<file path="src/sv/cpbse_pkg.sv">
package cpbse_pkg;

   // Command codes on the request channel.
   localparam logic [2:0] CMD_PIXEL  = 3'd0;
   localparam logic [2:0] CMD_EOL    = 3'd1;
   localparam logic [2:0] CMD_HEADER = 3'd2;
   localparam logic [2:0] CMD_FF     = 3'd3;
   localparam logic [2:0] CMD_CLOSE  = 3'd4;
   localparam logic [2:0] CMD_RESET  = 3'd5;

   // Register indexes on the configuration port.
   localparam logic [2:0] REG_DEPTH   = 3'd0;
   localparam logic [2:0] REG_RETRACE = 3'd1;
   localparam logic [2:0] REG_ORIENT  = 3'd2;
   localparam logic [2:0] REG_SIZING  = 3'd3;
   localparam logic [2:0] REG_INVERT  = 3'd4;
   localparam logic [2:0] REG_WIDTH   = 3'd5;
   localparam logic [2:0] REG_HEIGHT  = 3'd6;

   localparam int CSR_WIDTH = 14;

   // Color depth codes.
   localparam logic [1:0] DEPTH_ONE  = 2'd0;
   localparam logic [1:0] DEPTH_TWO  = 2'd1;
   localparam logic [1:0] DEPTH_FOUR = 2'd2;

   // Printer byte codes.
   localparam logic [7:0] DATA_BIT   = 8'h80;
   localparam logic [7:0] SYNC_BIT   = 8'h40;
   localparam logic [7:0] CODE_EOT   = 8'h01;
   localparam logic [7:0] CODE_EOL   = 8'h02;
   localparam logic [7:0] CODE_ABORT = 8'h03;
   localparam logic [7:0] CODE_COPY  = 8'h04;
   localparam logic [7:0] CODE_RSV   = 8'h05;

   localparam logic [13:0] DEF_WIDTH  = 14'd1536;
   localparam logic [13:0] DEF_HEIGHT = 14'd1152;

   // One unit of work for the back end: a header, or one or two literal bytes.
   typedef struct packed {
      logic       header;
      logic       two;
      logic [7:0] byte0;
      logic [7:0] byte1;
   } job_type;

   // Configuration as seen by the back end.
   typedef struct packed {
      logic [1:0]  depth;
      logic [2:0]  retrace;
      logic [1:0]  orient;
      logic        sizing;
      logic        invert;
      logic [13:0] width;
      logic [13:0] height;
   } cfg_type;

endpackage

</file>
<file path="src/sv/cpbse_front.sv">
module cpbse_front (
   input  logic                 clock,
   input  logic                 reset,
   input  logic                 accept,
   input  logic [2:0]           cmd,
   input  logic [3:0]           red,
   input  logic [3:0]           green,
   input  logic [3:0]           blue,
   input  logic [1:0]           depth,
   output logic                 job_valid,
   output cpbse_pkg::job_type   job
);
   import cpbse_pkg::*;

   logic       half_ff, half_in;
   logic [7:0] held_ff, held_in;
   logic       has_job;
   logic [2:0] one_bit;

   assign one_bit = {blue[0], green[0], red[0]};

   // Classify the command and build the job; track the held one-bit pixel.
   always_comb begin
      half_in   = half_ff;
      held_in   = held_ff;
      has_job   = 1'b0;
      job       = '0;
      unique case (cmd)
         CMD_PIXEL: begin
            if (depth == DEPTH_TWO) begin
               has_job   = 1'b1;
               job.byte0 = {2'b11, blue[1:0], green[1:0], red[1:0]};
            end else if (depth == DEPTH_FOUR) begin
               has_job   = 1'b1;
               job.two   = 1'b1;
               job.byte0 = {2'b11, blue[3:2], green[3:2], red[3:2]};
               job.byte1 = {2'b10, blue[1:0], green[1:0], red[1:0]};
            end else if (!half_ff) begin
               half_in = 1'b1;
               held_in = DATA_BIT | SYNC_BIT | {5'd0, one_bit};
            end else begin
               half_in   = 1'b0;
               has_job   = 1'b1;
               job.byte0 = {held_ff[7:6], one_bit, held_ff[2:0]};
            end
         end
         CMD_EOL: begin
            has_job = 1'b1;
            half_in = 1'b0;
            if (half_ff) begin
               job.two   = 1'b1;
               job.byte0 = held_ff;
               job.byte1 = CODE_EOL;
            end else begin
               job.byte0 = CODE_EOL;
            end
         end
         CMD_HEADER: begin
            has_job    = 1'b1;
            half_in    = 1'b0;
            job.header = 1'b1;
         end
         CMD_FF: begin
            has_job   = 1'b1;
            job.byte0 = CODE_EOT;
         end
         CMD_CLOSE: begin
            has_job   = 1'b1;
            half_in   = 1'b0;
            job.two   = 1'b1;
            job.byte0 = CODE_EOT;
            job.byte1 = CODE_ABORT;
         end
         CMD_RESET: begin
            has_job   = 1'b1;
            half_in   = 1'b0;
            job.byte0 = CODE_ABORT;
         end
         default: begin
         end
      endcase
   end

   assign job_valid = accept && has_job;

   // Pixel phase state changes only on an accepted request.
   always_ff @(posedge clock) begin
      if (reset) begin
         half_ff <= 1'b0;
         held_ff <= '0;
      end else if (accept) begin
         half_ff <= half_in;
         held_ff <= held_in;
      end
   end

endmodule

</file>
<file path="src/sv/cpbse_queue.sv">
module cpbse_queue #(
   parameter int DEPTH = 2
) (
   input  logic                 clock,
   input  logic                 reset,
   input  logic                 wr_valid,
   input  cpbse_pkg::job_type   wr_job,
   output logic                 full,
   output logic                 rd_valid,
   output cpbse_pkg::job_type   rd_job,
   input  logic                 rd_pop
);
   import cpbse_pkg::*;

   localparam int PTR_W = (DEPTH > 1) ? $clog2(DEPTH) : 1;
   localparam int CNT_W = $clog2(DEPTH + 1);
   localparam logic [PTR_W-1:0] PTR_LAST = PTR_W'(DEPTH - 1);
   localparam logic [CNT_W-1:0] CNT_FULL = CNT_W'(DEPTH);

   job_type          slot_ff [DEPTH];
   logic [PTR_W-1:0] wr_ptr_ff, wr_ptr_in;
   logic [PTR_W-1:0] rd_ptr_ff, rd_ptr_in;
   logic [CNT_W-1:0] count_ff, count_in;
   logic             do_wr, do_rd;

   assign full     = (count_ff == CNT_FULL);
   assign rd_valid = (count_ff != '0);
   assign rd_job   = slot_ff[rd_ptr_ff];
   assign do_wr    = wr_valid && !full;
   assign do_rd    = rd_pop && rd_valid;

   // Pointer and occupancy update.
   always_comb begin
      wr_ptr_in = wr_ptr_ff;
      rd_ptr_in = rd_ptr_ff;
      count_in  = count_ff;
      if (do_wr) begin
         wr_ptr_in = (wr_ptr_ff == PTR_LAST) ? '0 : wr_ptr_ff + 1'b1;
      end
      if (do_rd) begin
         rd_ptr_in = (rd_ptr_ff == PTR_LAST) ? '0 : rd_ptr_ff + 1'b1;
      end
      if (do_wr && !do_rd) begin
         count_in = count_ff + 1'b1;
      end else if (do_rd && !do_wr) begin
         count_in = count_ff - 1'b1;
      end
   end

   always_ff @(posedge clock) begin
      if (reset) begin
         wr_ptr_ff <= '0;
         rd_ptr_ff <= '0;
         count_ff  <= '0;
      end else begin
         wr_ptr_ff <= wr_ptr_in;
         rd_ptr_ff <= rd_ptr_in;
         count_ff  <= count_in;
      end
   end

   // Job storage.
   always_ff @(posedge clock) begin
      if (do_wr) begin
         slot_ff[wr_ptr_ff] <= wr_job;
      end
   end

endmodule

</file>
<file path="src/sv/cpbse_back.sv">
module cpbse_back (
   input  logic                 clock,
   input  logic                 reset,
   input  cpbse_pkg::cfg_type   cfg,
   input  logic                 job_valid,
   input  cpbse_pkg::job_type   job,
   output logic                 job_pop,
   output logic                 out_valid,
   output logic [7:0]           out_byte,
   output logic                 out_last,
   input  logic                 out_pop
);
   import cpbse_pkg::*;

   // Header byte positions.
   localparam logic [3:0] HDR_RSV     = 4'd0;
   localparam logic [3:0] HDR_COPY    = 4'd1;
   localparam logic [3:0] HDR_MODE    = 4'd2;
   localparam logic [3:0] HDR_RETRACE = 4'd3;
   localparam logic [3:0] HDR_W_HI    = 4'd4;
   localparam logic [3:0] HDR_W_LO    = 4'd5;
   localparam logic [3:0] HDR_H_HI    = 4'd6;
   localparam logic [3:0] HDR_H_LO    = 4'd7;
   localparam logic [3:0] HDR_SUM     = 4'd8;
   localparam logic [3:0] HDR_EOL     = 4'd9;

   logic [3:0]  idx_ff, idx_in;
   logic        valid_ff, valid_in;
   logic [7:0]  byte_ff, byte_in;
   logic        last_ff, last_in;
   logic        emit, is_last;
   logic [6:0]  mode;
   logic [13:0] w_eff, h_eff;
   logic [6:0]  checksum;
   logic [7:0]  hdr_byte, cur_byte;

   // Copy request fields.
   assign mode  = {1'b0, cfg.depth == DEPTH_FOUR, cfg.depth == DEPTH_TWO, cfg.orient,
                   !cfg.sizing, cfg.invert};
   assign w_eff = (cfg.width == '0) ? DEF_WIDTH : cfg.width;
   assign h_eff = (cfg.height == '0) ? DEF_HEIGHT : cfg.height;
   // Bit 7 of every summed byte drops out of a 7-bit checksum.
   assign checksum = CODE_COPY[6:0] + mode + {4'd0, cfg.retrace} + w_eff[13:7] + w_eff[6:0]
                     + h_eff[13:7] + h_eff[6:0];

   always_comb begin
      unique case (idx_ff)
         HDR_RSV:     hdr_byte = CODE_RSV;
         HDR_COPY:    hdr_byte = CODE_COPY;
         HDR_MODE:    hdr_byte = {1'b1, mode};
         HDR_RETRACE: hdr_byte = {5'b10000, cfg.retrace};
         HDR_W_HI:    hdr_byte = {1'b1, w_eff[13:7]};
         HDR_W_LO:    hdr_byte = {1'b1, w_eff[6:0]};
         HDR_H_HI:    hdr_byte = {1'b1, h_eff[13:7]};
         HDR_H_LO:    hdr_byte = {1'b1, h_eff[6:0]};
         HDR_SUM:     hdr_byte = {1'b1, checksum};
         HDR_EOL:     hdr_byte = CODE_EOL;
         default:     hdr_byte = CODE_EOL;
      endcase
   end

   // Pick the byte of the head job and decide whether it ends the job.
   always_comb begin
      if (job.header) begin
         cur_byte = hdr_byte;
         is_last  = (idx_ff == HDR_EOL);
      end else begin
         cur_byte = (idx_ff == '0) ? job.byte0 : job.byte1;
         is_last  = !job.two || (idx_ff != '0);
      end
   end

   // One byte a cycle while the output register is free or being drained.
   assign emit    = job_valid && (!valid_ff || out_pop);
   assign job_pop = emit && is_last;

   always_comb begin
      idx_in   = idx_ff;
      valid_in = valid_ff && !out_pop;
      byte_in  = byte_ff;
      last_in  = last_ff;
      if (emit) begin
         idx_in   = is_last ? '0 : idx_ff + 1'b1;
         valid_in = 1'b1;
         byte_in  = cur_byte;
         last_in  = is_last;
      end
   end

   always_ff @(posedge clock) begin
      if (reset) begin
         idx_ff   <= '0;
         valid_ff <= 1'b0;
      end else begin
         idx_ff   <= idx_in;
         valid_ff <= valid_in;
      end
   end

   always_ff @(posedge clock) begin
      byte_ff <= byte_in;
      last_ff <= last_in;
   end

   assign out_valid = valid_ff;
   assign out_byte  = byte_ff;
   assign out_last  = last_ff;

endmodule

</file>
<file path="src/sv/color_printer_byte_stream_encoder.sv">
// Color printer byte stream encoder.
// Requests (req_cmd with req_red, req_green, req_blue) enter through a queue-like
// port: a request is taken on a clock edge with req_push high and req_full low.
// Printer bytes leave through a second queue-like port: while rsp_empty is low,
// rsp_out_byte and rsp_last_byte show the oldest byte, and rsp_pop takes it.
// rsp_last_byte marks the final byte caused by one request.
// Configuration is written through csr_write_enable, csr_index and csr_wdata;
// the user must write it only while no request is in flight, since the block
// itself does not enforce this. The back end sends one byte per cycle while
// the output register is free or rsp_pop drains it; a request makes one or two
// bytes for pixels and defined codes, ten for a header. Requests keep being
// taken while the job queue between front and back has room. A one-bit pixel
// that opens a pair makes no byte. A stalled rsp_pop holds the output byte;
// the queue fills and then req_full rises. Reset empties the queue and the
// output register, drops a held pixel, and loads the default configuration.
module color_printer_byte_stream_encoder #(
   parameter int QUEUE_DEPTH = 2
) (
   input  logic                              clock,
   input  logic                              reset,
   input  logic                              req_push,
   output logic                              req_full,
   input  logic [2:0]                        req_cmd,
   input  logic [3:0]                        req_red,
   input  logic [3:0]                        req_green,
   input  logic [3:0]                        req_blue,
   output logic                              rsp_empty,
   input  logic                              rsp_pop,
   output logic [7:0]                        rsp_out_byte,
   output logic                              rsp_last_byte,
   input  logic                              csr_write_enable,
   input  logic [2:0]                        csr_index,
   input  logic [cpbse_pkg::CSR_WIDTH-1:0]   csr_wdata
);
   import cpbse_pkg::*;

   cfg_type cfg_ff;
   logic    accept;
   logic    front_valid;
   job_type front_job;
   logic    head_valid;
   job_type head_job;
   logic    head_pop;
   logic    out_valid;

   // Configuration registers.
   always_ff @(posedge clock) begin
      if (reset) begin
         cfg_ff.depth   <= DEPTH_ONE;
         cfg_ff.retrace <= 3'd1;
         cfg_ff.orient  <= '0;
         cfg_ff.sizing  <= 1'b0;
         cfg_ff.invert  <= 1'b0;
         cfg_ff.width   <= '0;
         cfg_ff.height  <= '0;
      end else if (csr_write_enable) begin
         unique case (csr_index)
            REG_DEPTH:   cfg_ff.depth   <= csr_wdata[1:0];
            REG_RETRACE: cfg_ff.retrace <= csr_wdata[2:0];
            REG_ORIENT:  cfg_ff.orient  <= csr_wdata[1:0];
            REG_SIZING:  cfg_ff.sizing  <= csr_wdata[0];
            REG_INVERT:  cfg_ff.invert  <= csr_wdata[0];
            REG_WIDTH:   cfg_ff.width   <= csr_wdata[13:0];
            REG_HEIGHT:  cfg_ff.height  <= csr_wdata[13:0];
            default: begin
            end
         endcase
      end
   end

   assign accept = req_push && !req_full;

   // Front end: classify the request and keep the pixel phase.
   cpbse_front u_front (
      .clock     (clock),
      .reset     (reset),
      .accept    (accept),
      .cmd       (req_cmd),
      .red       (req_red),
      .green     (req_green),
      .blue      (req_blue),
      .depth     (cfg_ff.depth),
      .job_valid (front_valid),
      .job       (front_job)
   );

   // Job queue between the two halves.
   cpbse_queue #(
      .DEPTH (QUEUE_DEPTH)
   ) u_queue (
      .clock    (clock),
      .reset    (reset),
      .wr_valid (front_valid),
      .wr_job   (front_job),
      .full     (req_full),
      .rd_valid (head_valid),
      .rd_job   (head_job),
      .rd_pop   (head_pop)
   );

   // Back end: serialize each job into printer bytes.
   cpbse_back u_back (
      .clock     (clock),
      .reset     (reset),
      .cfg       (cfg_ff),
      .job_valid (head_valid),
      .job       (head_job),
      .job_pop   (head_pop),
      .out_valid (out_valid),
      .out_byte  (rsp_out_byte),
      .out_last  (rsp_last_byte),
      .out_pop   (rsp_pop)
   );

   assign rsp_empty = !out_valid;

endmodule

</file>
<file path="config.mk">
export PLATFORM = sky130hd
export DESIGN_NAME = color_printer_byte_stream_encoder
export DESIGN_NICKNAME = d
export VERILOG_FILES = /design/src/sv/cpbse_pkg.sv /design/src/sv/cpbse_front.sv /design/src/sv/cpbse_queue.sv /design/src/sv/cpbse_back.sv /design/src/sv/color_printer_byte_stream_encoder.sv
export SDC_FILE = /design/constraint.sdc
export NUM_CORES = 1
export LEC_CHECK = 0
export ABC_AREA = 1
export ABC_CLOCK_PERIOD_IN_PS = 6850
export BUFFER_PORTS_ARGS = -buffer_cell sky130_fd_sc_hd__buf_4
export CORE_MARGIN = 4
export CORE_UTILIZATION = 65
export CTS_BUF_LIST = sky130_fd_sc_hd__clkbuf_16
export CTS_CLUSTER_SIZE = 10
export DETAILED_ROUTE_END_ITERATION = 10
export MAX_ROUTING_LAYER = met4
export PLACE_DENSITY = 0.93
export SLEW_MARGIN = 20
export SYNTH_ARGS = -nofsm -noshare
export SYNTH_HDL_FRONTEND = slang
export SYNTH_HIERARCHICAL = 1
export SYNTH_SLANG_ARGS = --single-unit
</file>
<file path="constraint.sdc">
create_clock -name clock -period 6.85 [get_ports clock]
set_input_delay 0.3425 -clock clock [delete_from_list [all_inputs] [get_ports clock]]
set_output_delay 0.3425 -clock clock [all_outputs]
set_load 0.02 [all_outputs]
</file>
==> results of run 1 <==
==> power breakdown <==
group	total, mW	switching, mW	internal [mW]
Sequential	0.755	0.0496	0.705
Combinational	0.725	0.455	0.270
Clock	0.494	0.237	0.256
Total	1.97	0.742	1.23
==> metrics by stage <==
| step | power [mW] | area, um2 | worst slack (ns) | cells | hold slack (ns) |
|---|---|---|---|---|---|
| 2_1_floorplan | 1.28 | 6180 | 3.11 | 788 | 0.412 |
| 3_3_place_gp | 1.44 | 6500 | 2.94 | 935 | 0.456 |
| 3_5_place_dp | 1.48 | 6500 | 2.89 | 935 | 0.488 |
| 4_1_cts | 1.98 | 6790 | 2.87 | 951 | 0.204 |
| 5_1_grt | 2.10 | 6790 | 2.47 | 951 | 0.231 |
| 6_report | 1.97 | 6790 | 2.85 | 951 | 0.212 |
==> metal layers <==
metal / global-route usage [%] / wire [um] / share of wire, % / up-vias
li1: - / - / - / 2543
met5: - / 0 / 0 / -
met1: 40.8 / 6470 / 42 / 2497
met4: 7.96 / 290 / 1.9 / 0
met2: 44.4 / 7270 / 48 / 260
met3: 3.55 / 1200 / 7.9 / 32
==> flip-flops by register name, summed over array words and instances, names as in the netlist, named ones only <==
register / cells
cfg_ff: 37
u_back/idx_ff: 4
u_back/out_byte: 8
u_back/out_last: 1
u_back/out_valid: 1
u_front/half_ff: 1
u_front/held_ff: 4
u_queue/count_ff: 2
u_queue/rd_ptr_ff: 1
u_queue/slot_ff: 36
u_queue/wr_ptr_ff: 1
==> kinds of logic after synthesis <==
kind of cell	synth area share, %
buffers and inverters	11.5
AOI/OAI and AO/OA	5.45
muxes	3.89
and+or+nand+nor	30.0
adders and majority gates	9.92
other	0.0607
DFF	38.7
xor gates and xnor gates	0.567
==> worst max path at each step <==
stage / from / cells past startpoint / end
2_1_floorplan: cfg_ff[13] / 17 / u_back/out_byte[2]
3_5_place_dp: cfg_ff[22] / 20 / u_back/out_byte[4]
5_1_grt: cfg_ff[22] / 20 / u_back/out_byte[5]
6_report: cfg_ff[21] / 23 / u_back/out_byte[6]
3_3_place_gp: cfg_ff[13] / 17 / u_back/out_byte[2]
4_1_cts: cfg_ff[21] / 20 / u_back/out_byte[4]
==> worst max-delay path, stage by stage (launching register included) <==
cell and delay (ns):
dfxtp_1 0.33, inv_1 0.16, nand4_1 0.12, nor2_1 0.09
nand2_1 0.07, nand2_1 0.09, inv_1 0.06, fa_1 0.48
inv_1 0.06, fa_1 0.54, inv_1 0.06, fa_1 0.53
inv_1 0.04, ha_1 0.34, nand2_1 0.07, nand2_1 0.09
a21oi_1 0.16, nand3_1 0.12, nand2_1 0.08, nand2_1 0.04
nand3_1 0.06, nand2_1 0.06, nand2_1 0.07, nand2_1 0.05
==> cell usage in the layout (no fill, tap or decap), drive strengths merged, types with 3 or more instances in the layout <==
cell / n
xor2: 3
o21ai: 33
clkinv: 13
a21oi: 17
a31oi: 5
nor3: 6
fa: 20
mux2: 18
edfxtp: 45
or2: 4
nand4: 13
clkbuf: 9
buf: 49
nor2: 141
nand2: 174
inv: 121
dfxtp: 52
ha: 17
nand3: 71
==> layout make-up <==
class / instances / area (um2)
fill: 688 / 2450
multi-input combinational: 531 / 3080
timing repair buffer: 49 / 368
clock buffer: 9 / 225
clock inverter: 7 / 71.3
inverter: 129 / 494
sequential: 97 / 2390
tap: 129 / 161
==> out/results.txt, run 1 <==
Fin util: 73.5%
CTS Hold Buffers Added: 0
Slew HR: 32.8%
Final hold vios: 0
Area grow syn2layout: 9.90%
Register-to-register setup slack: 2.85 ns
Max Slew Vio Count: 0
Vias per inst: 5.61
Sink Count: 97
# H-tree levels: 3
Lkg Pwr: 3.00 nW
Share of layout cells above drive strength 1: 17.4%
Core Area: 9240 um2
Largest cells by area after synthesis: edfxtp_1 (22%), dfxtp_1 (17%), nand2_1 (10%)
RR Startpoint: cfg_ff[21]
Synth area leader: edfxtp_1
Pin count of the biggest net entering global routing: 38
Cell area after synthesis: 6180 um2
Initial core utilization: 66.9%
Die Ht: 106 um
Hold Startpoint: csr_wdata[0]
DR vias: 5332
Cells after Synth: 788
Crit path capture type: flip-flop
Die area: 11100 um2
Most used DFF post-synth: dfxtp_1
Drt initial violations: 415
# IOs: 48
Layout Nets: 891
Initial antenna violation count: 0
Worst slew pin tran: 1.01 ns
Routability cong.: 0.953
Post-layout min period: 4.00 ns
Maximum clock insertion buffer count: 2
Post-Synthesis Mean Instance Area: 7.84 um2
CP startpoint kind: flip-flop
Hold endpoint: cfg_ff[32]
Reg2reg end: u_back/out_byte[6]
Post-CTS Resized: 0
Yosys cell types: 45
Clk root buf: clkbuf_16
Routed WL per cell: 16.0 um
Site row count: 35
Number of synthesized flops with an enable pin: 45
Most frequent cells after synthesis: nand2_1 (168), nor2_1 (110), inv_1 (106)
Max Fanout on Critical Path: 5
Worst-case vdd ir drop: 179 uV
Max-cap violations: 0
First-pass GRT wire length: 25000 um
WP data arrival: 4.10 ns
Hold WC Path Type: in -> reg
Skew-Pair Late Insertion Delay: 0.34 ns
Hold Path Depth: 3
Classification of the worst setup path: reg -> reg
WP data required: 6.95 ns
Final setup violation count: 0
RSZ-0062 raised after global routing: no
Detailed Place HPWL: 11300 um
CTS tree: built
Top-count cell post-synth: nand2_1
Tot GR Track Use: 28.9%
Pwr dens: 291 nW/um2
Synth top area share: 21.9%
# DRC: 0
Initial DRT Pass Iterations: 5
Path depth of the worst reg2reg path: 23
Number of global-route vias before repair: 5033
Syn_nets: 862
Number of buffers created by CTS: 9
DIE WIDTH: 106 um
Sequential cell area fraction in the yosys report: 38.7%
Final period util: 58.4%
Yosys reg bits: 97
Ys async rst share: 0%
Synthesis Warnings: 6
Routed wire length: 15200 um
Clk slew on worst S/H paths: 0.07 ns
# port buffers: 47
Setup_tns: 0 ns
Antenna-violating nets left: 0
Worst Clk Skew: 0.0117 ns
Post-CTS setup repair buffer count: 0
Fmax: 0.250 GHz
Status: complete, no violations
Antenna diodes: 0
Total grt overflow: 0
(Power assumes the default switching activity.)
==> inputs of run 2 (changes only) <==
--- a/config.mk
+++ b/config.mk
@@ -6,15 +6,15 @@
 export NUM_CORES = 1
 export LEC_CHECK = 0
 export ABC_AREA = 1
-export ABC_CLOCK_PERIOD_IN_PS = 6850
+export ABC_CLOCK_PERIOD_IN_PS = 3300
 export BUFFER_PORTS_ARGS = -buffer_cell sky130_fd_sc_hd__buf_4
 export CORE_MARGIN = 4
-export CORE_UTILIZATION = 65
+export CORE_UTILIZATION = 55
 export CTS_BUF_LIST = sky130_fd_sc_hd__clkbuf_16
 export CTS_CLUSTER_SIZE = 10
 export DETAILED_ROUTE_END_ITERATION = 10
 export MAX_ROUTING_LAYER = met4
-export PLACE_DENSITY = 0.93
+export PLACE_DENSITY = 0.85
 export SLEW_MARGIN = 20
 export SYNTH_ARGS = -nofsm -noshare
 export SYNTH_HDL_FRONTEND = slang
==> constraint.sdc (replaced) <==
create_clock -name clock -period 3.3 [get_ports clock]
set_input_delay 0.165 -clock clock [delete_from_list [all_inputs] [get_ports clock]]
set_output_delay 0.165 -clock clock [all_outputs]
set_load 0.02 [all_outputs]
==> out/results.txt, run 2 (same netlist as run 1, synthesis figures left out) <==
Path depth of the worst reg2reg path: 18 (-22%)
Hold WC Path Type: in -> reg
Hold Startpoint: reset
Fin util: 68.7% (-4.8 points)
# DRC: 0 (unchanged)
Antenna-violating nets left: 0 (unchanged)
Routed WL per cell: 15.5 um (-3.2%)
Share of layout cells above drive strength 1: 29.9% (+12 points)
Worst slack, placed: -0.484 ns (-3.37 ns)
Antenna diodes: 0 (unchanged)
Most frequent cells in the layout: nand2_1 (160), buf_4 (121), nor2_1 (103)
Gr busiest metal: met2
Worst hold slack: 0.0394 ns (-0.172 ns)
RR Startpoint: cfg_ff[22]
CTS tree: built
Total grt overflow: 0 (unchanged)
Hold endpoint: u_front/held_ff[1]
Pwr dens: 601 nW/um2 (+110%)
Hold Path Depth: 2 (-1)
Sw Share: 36.9% (-0.72 points)
Initial core utilization: 56.5% (-10 points)
Final Cell Area: 7510 um2 (+11%)
Clk network pwr share: 23.8% (-1.2 points)
Sink Count: 97 (unchanged)
Maximum clock insertion buffer count: 2 (unchanged)
Routability cong.: 0.979 (+2.7%)
Flop pwr share: 34.1% (-4.1 points)
Comb pwr share: 42.1% (+5.3 points)
Max Slew Vio Count: 0 (unchanged)
Final period util: 114% (+56 points)
Number of buffers created by CTS: 9 (unchanged)
Worst slew pin tran: 0.643 ns (-0.363 ns)
Site row count: 38 (+8.6%)
Worst Clk Skew: 0.00973 ns (-0.00200 ns)
WP data arrival: 3.87 ns (-0.23 ns)
Core Area: 10900 um2 (+18%)
Initial antenna violation count: 0 (unchanged)
Largest register FFs: 37 (unchanged)
Die Ht: 114 um (+8.1%)
Crit path capture type: flip-flop
Most common cell after layout, fill and taps aside: nand2_1
Reg2reg end: u_back/out_byte[2]
DR vias: 5572 (+4.5%)
Internal: 2.85 mW (+130%)
Area grow syn2layout: 21.5%
Fmax: 0.265 GHz (+6.0%)
Failing checks: setup timing
Lkg Pwr: 3.40 nW (+13%)
Post-route total power: 4.52 mW (+130%)
Slew HR: 57.0% (+24 points)
Status: finished with violations
Number of global-route vias before repair: 5229 (+3.9%)
Drt initial violations: 619 (+49%)
First-pass GRT wire length: 26200 um (+5.1%)
Final setup violation count: 6 (+6)
Die area: 13000 um2 (+17%)
# port buffers: 47 (unchanged)
Max Fanout on Critical Path: 6 (+1)
Worst-case vdd ir drop: 427 uV (+140%)
Psw: 1.67 mW (+120%)
Vias per inst: 5.39 (-3.9%)
# IOs: 48 (unchanged)
Post-layout min period: 3.77 ns (-0.227 ns)
Routed wire length: 16000 um (+5.3%)
Clk slew on worst S/H paths: 0.07 ns (about the same)
Detailed Place HPWL: 11300 um (+0.23%)
CP startpoint kind: flip-flop
Register-to-register setup slack: -0.47 ns (-3.32 ns)
Classification of the worst setup path: reg -> reg
GRT met2 Usage: 40.3% (-4.1 points)
GR Layer Usage met1: 36.0% (-4.7 points)
WP data required: 3.40 ns (-3.55 ns)
Tot GR Track Use: 26.3% (-2.5 points)
# H-tree levels: 3 (unchanged)
Clk root buf: clkbuf_16
Max-cap violations: 0 (unchanged)
Initial DRT Pass Iterations: 6 (+1)
GRT met3 Usage: 3.93% (+0.37 points)
Post-DP Area: 6940 um2 (+6.9%)
Pin count of the biggest net entering global routing: 38 (unchanged)
Largest register by flop count: cfg_ff
Final hold vios: 0 (unchanged)
Final worst setup slack: -0.474 ns (-3.32 ns)
CTS Hold Buffers Added: 0 (unchanged)
Skew-Pair Late Insertion Delay: 0.35 ns (about the same)
DIE WIDTH: 114 um (+8.1%)
RSZ-0062 raised after global routing: yes
Layout Nets: 963 (+8.1%)
==> run 2: changes by cell type in the layout (fill, tap and decap cells not counted), sizes merged <==
| cell | delta |
|---|---|
| buf | +72 |
| bufinv | +1 |
| clkinv | -1 |
==> run 2: critical path, cell delays in order, from the launching register on <==
cell and delay (ns):
dfxtp_2 0.32, nor2_2 0.09, nand3_1 0.08, nor3_2 0.12
nand2_1 0.11, nand2_1 0.10, inv_1 0.06, fa_1 0.48
fa_1 0.53, fa_1 0.50, inv_1 0.06, ha_4 0.24
or2_4 0.26, nand3_2 0.07, o21ai_1 0.06, nor3_1 0.17
nand3_1 0.12, nand2_1 0.07, o21ai_0 0.08
==> run 2: repair_timing <==
item                                    CTS  global route
setup buffers                            20             2
resized for setup                        28            20
pin swaps                                14            13
endpoints found under the setup margin    6             6
==> run 2: how the worst max path moves through the flow <==
stage,start,endpoint,slack [ns]
5_1_grt,cfg_ff[22],u_back/out_byte[6],-0.59
3_3_place_gp,cfg_ff[22],u_back/out_byte[4],-0.30
4_1_cts,cfg_ff[22],u_back/out_byte[4],-0.33
6_report,cfg_ff[22],u_back/out_byte[2],-0.47
3_5_place_dp,cfg_ff[24],u_back/out_byte[4],-0.48
2_1_floorplan,cfg_ff[22],u_back/out_byte[5],-0.18
==> run 2: routing by layer <==
| layer | wire length [um] | share of wire [%] |
|---|---|---|
| met1 | 6850 | 43 |
| met2 | 7430 | 46 |
| met3 | 1260 | 7.8 |
| met4 | 499 | 3.1 |
| met5 | 0 | 0 |
==> run 2: area by class of cell <==
class	instances	area [um2]
fillers	813	3430
inverters	129	494
well taps	140	175
multi-input cells	531	3220
repair buffers	121	908
flip-flops and latches	97	2410
clock inverters	7	76.3
clock buffers	9	225
==> run 2: metrics by stage <==
step,cells,TNS [ns]
2_1_floorplan,788,-0.704
3_3_place_gp,997,-1.61
3_5_place_dp,997,-2.07
4_1_cts,1033,-1.59
5_1_grt,1034,-3.03
6_report,1034,-2.19
==> run 2: power groups by stage <==
stage | sequential, mW | combinational (mW) | clock (mW)
final | 1.54 | 1.90 | 1.08
after global routing | 1.56 | 2.09 | 1.14
after CTS | 1.54 | 1.79 | 1.09
after detailed placement | 1.56 | 1.67 | 0
after global placement | 1.55 | 1.63 | 0
after floorplan | 1.62 | 1.10 | 0
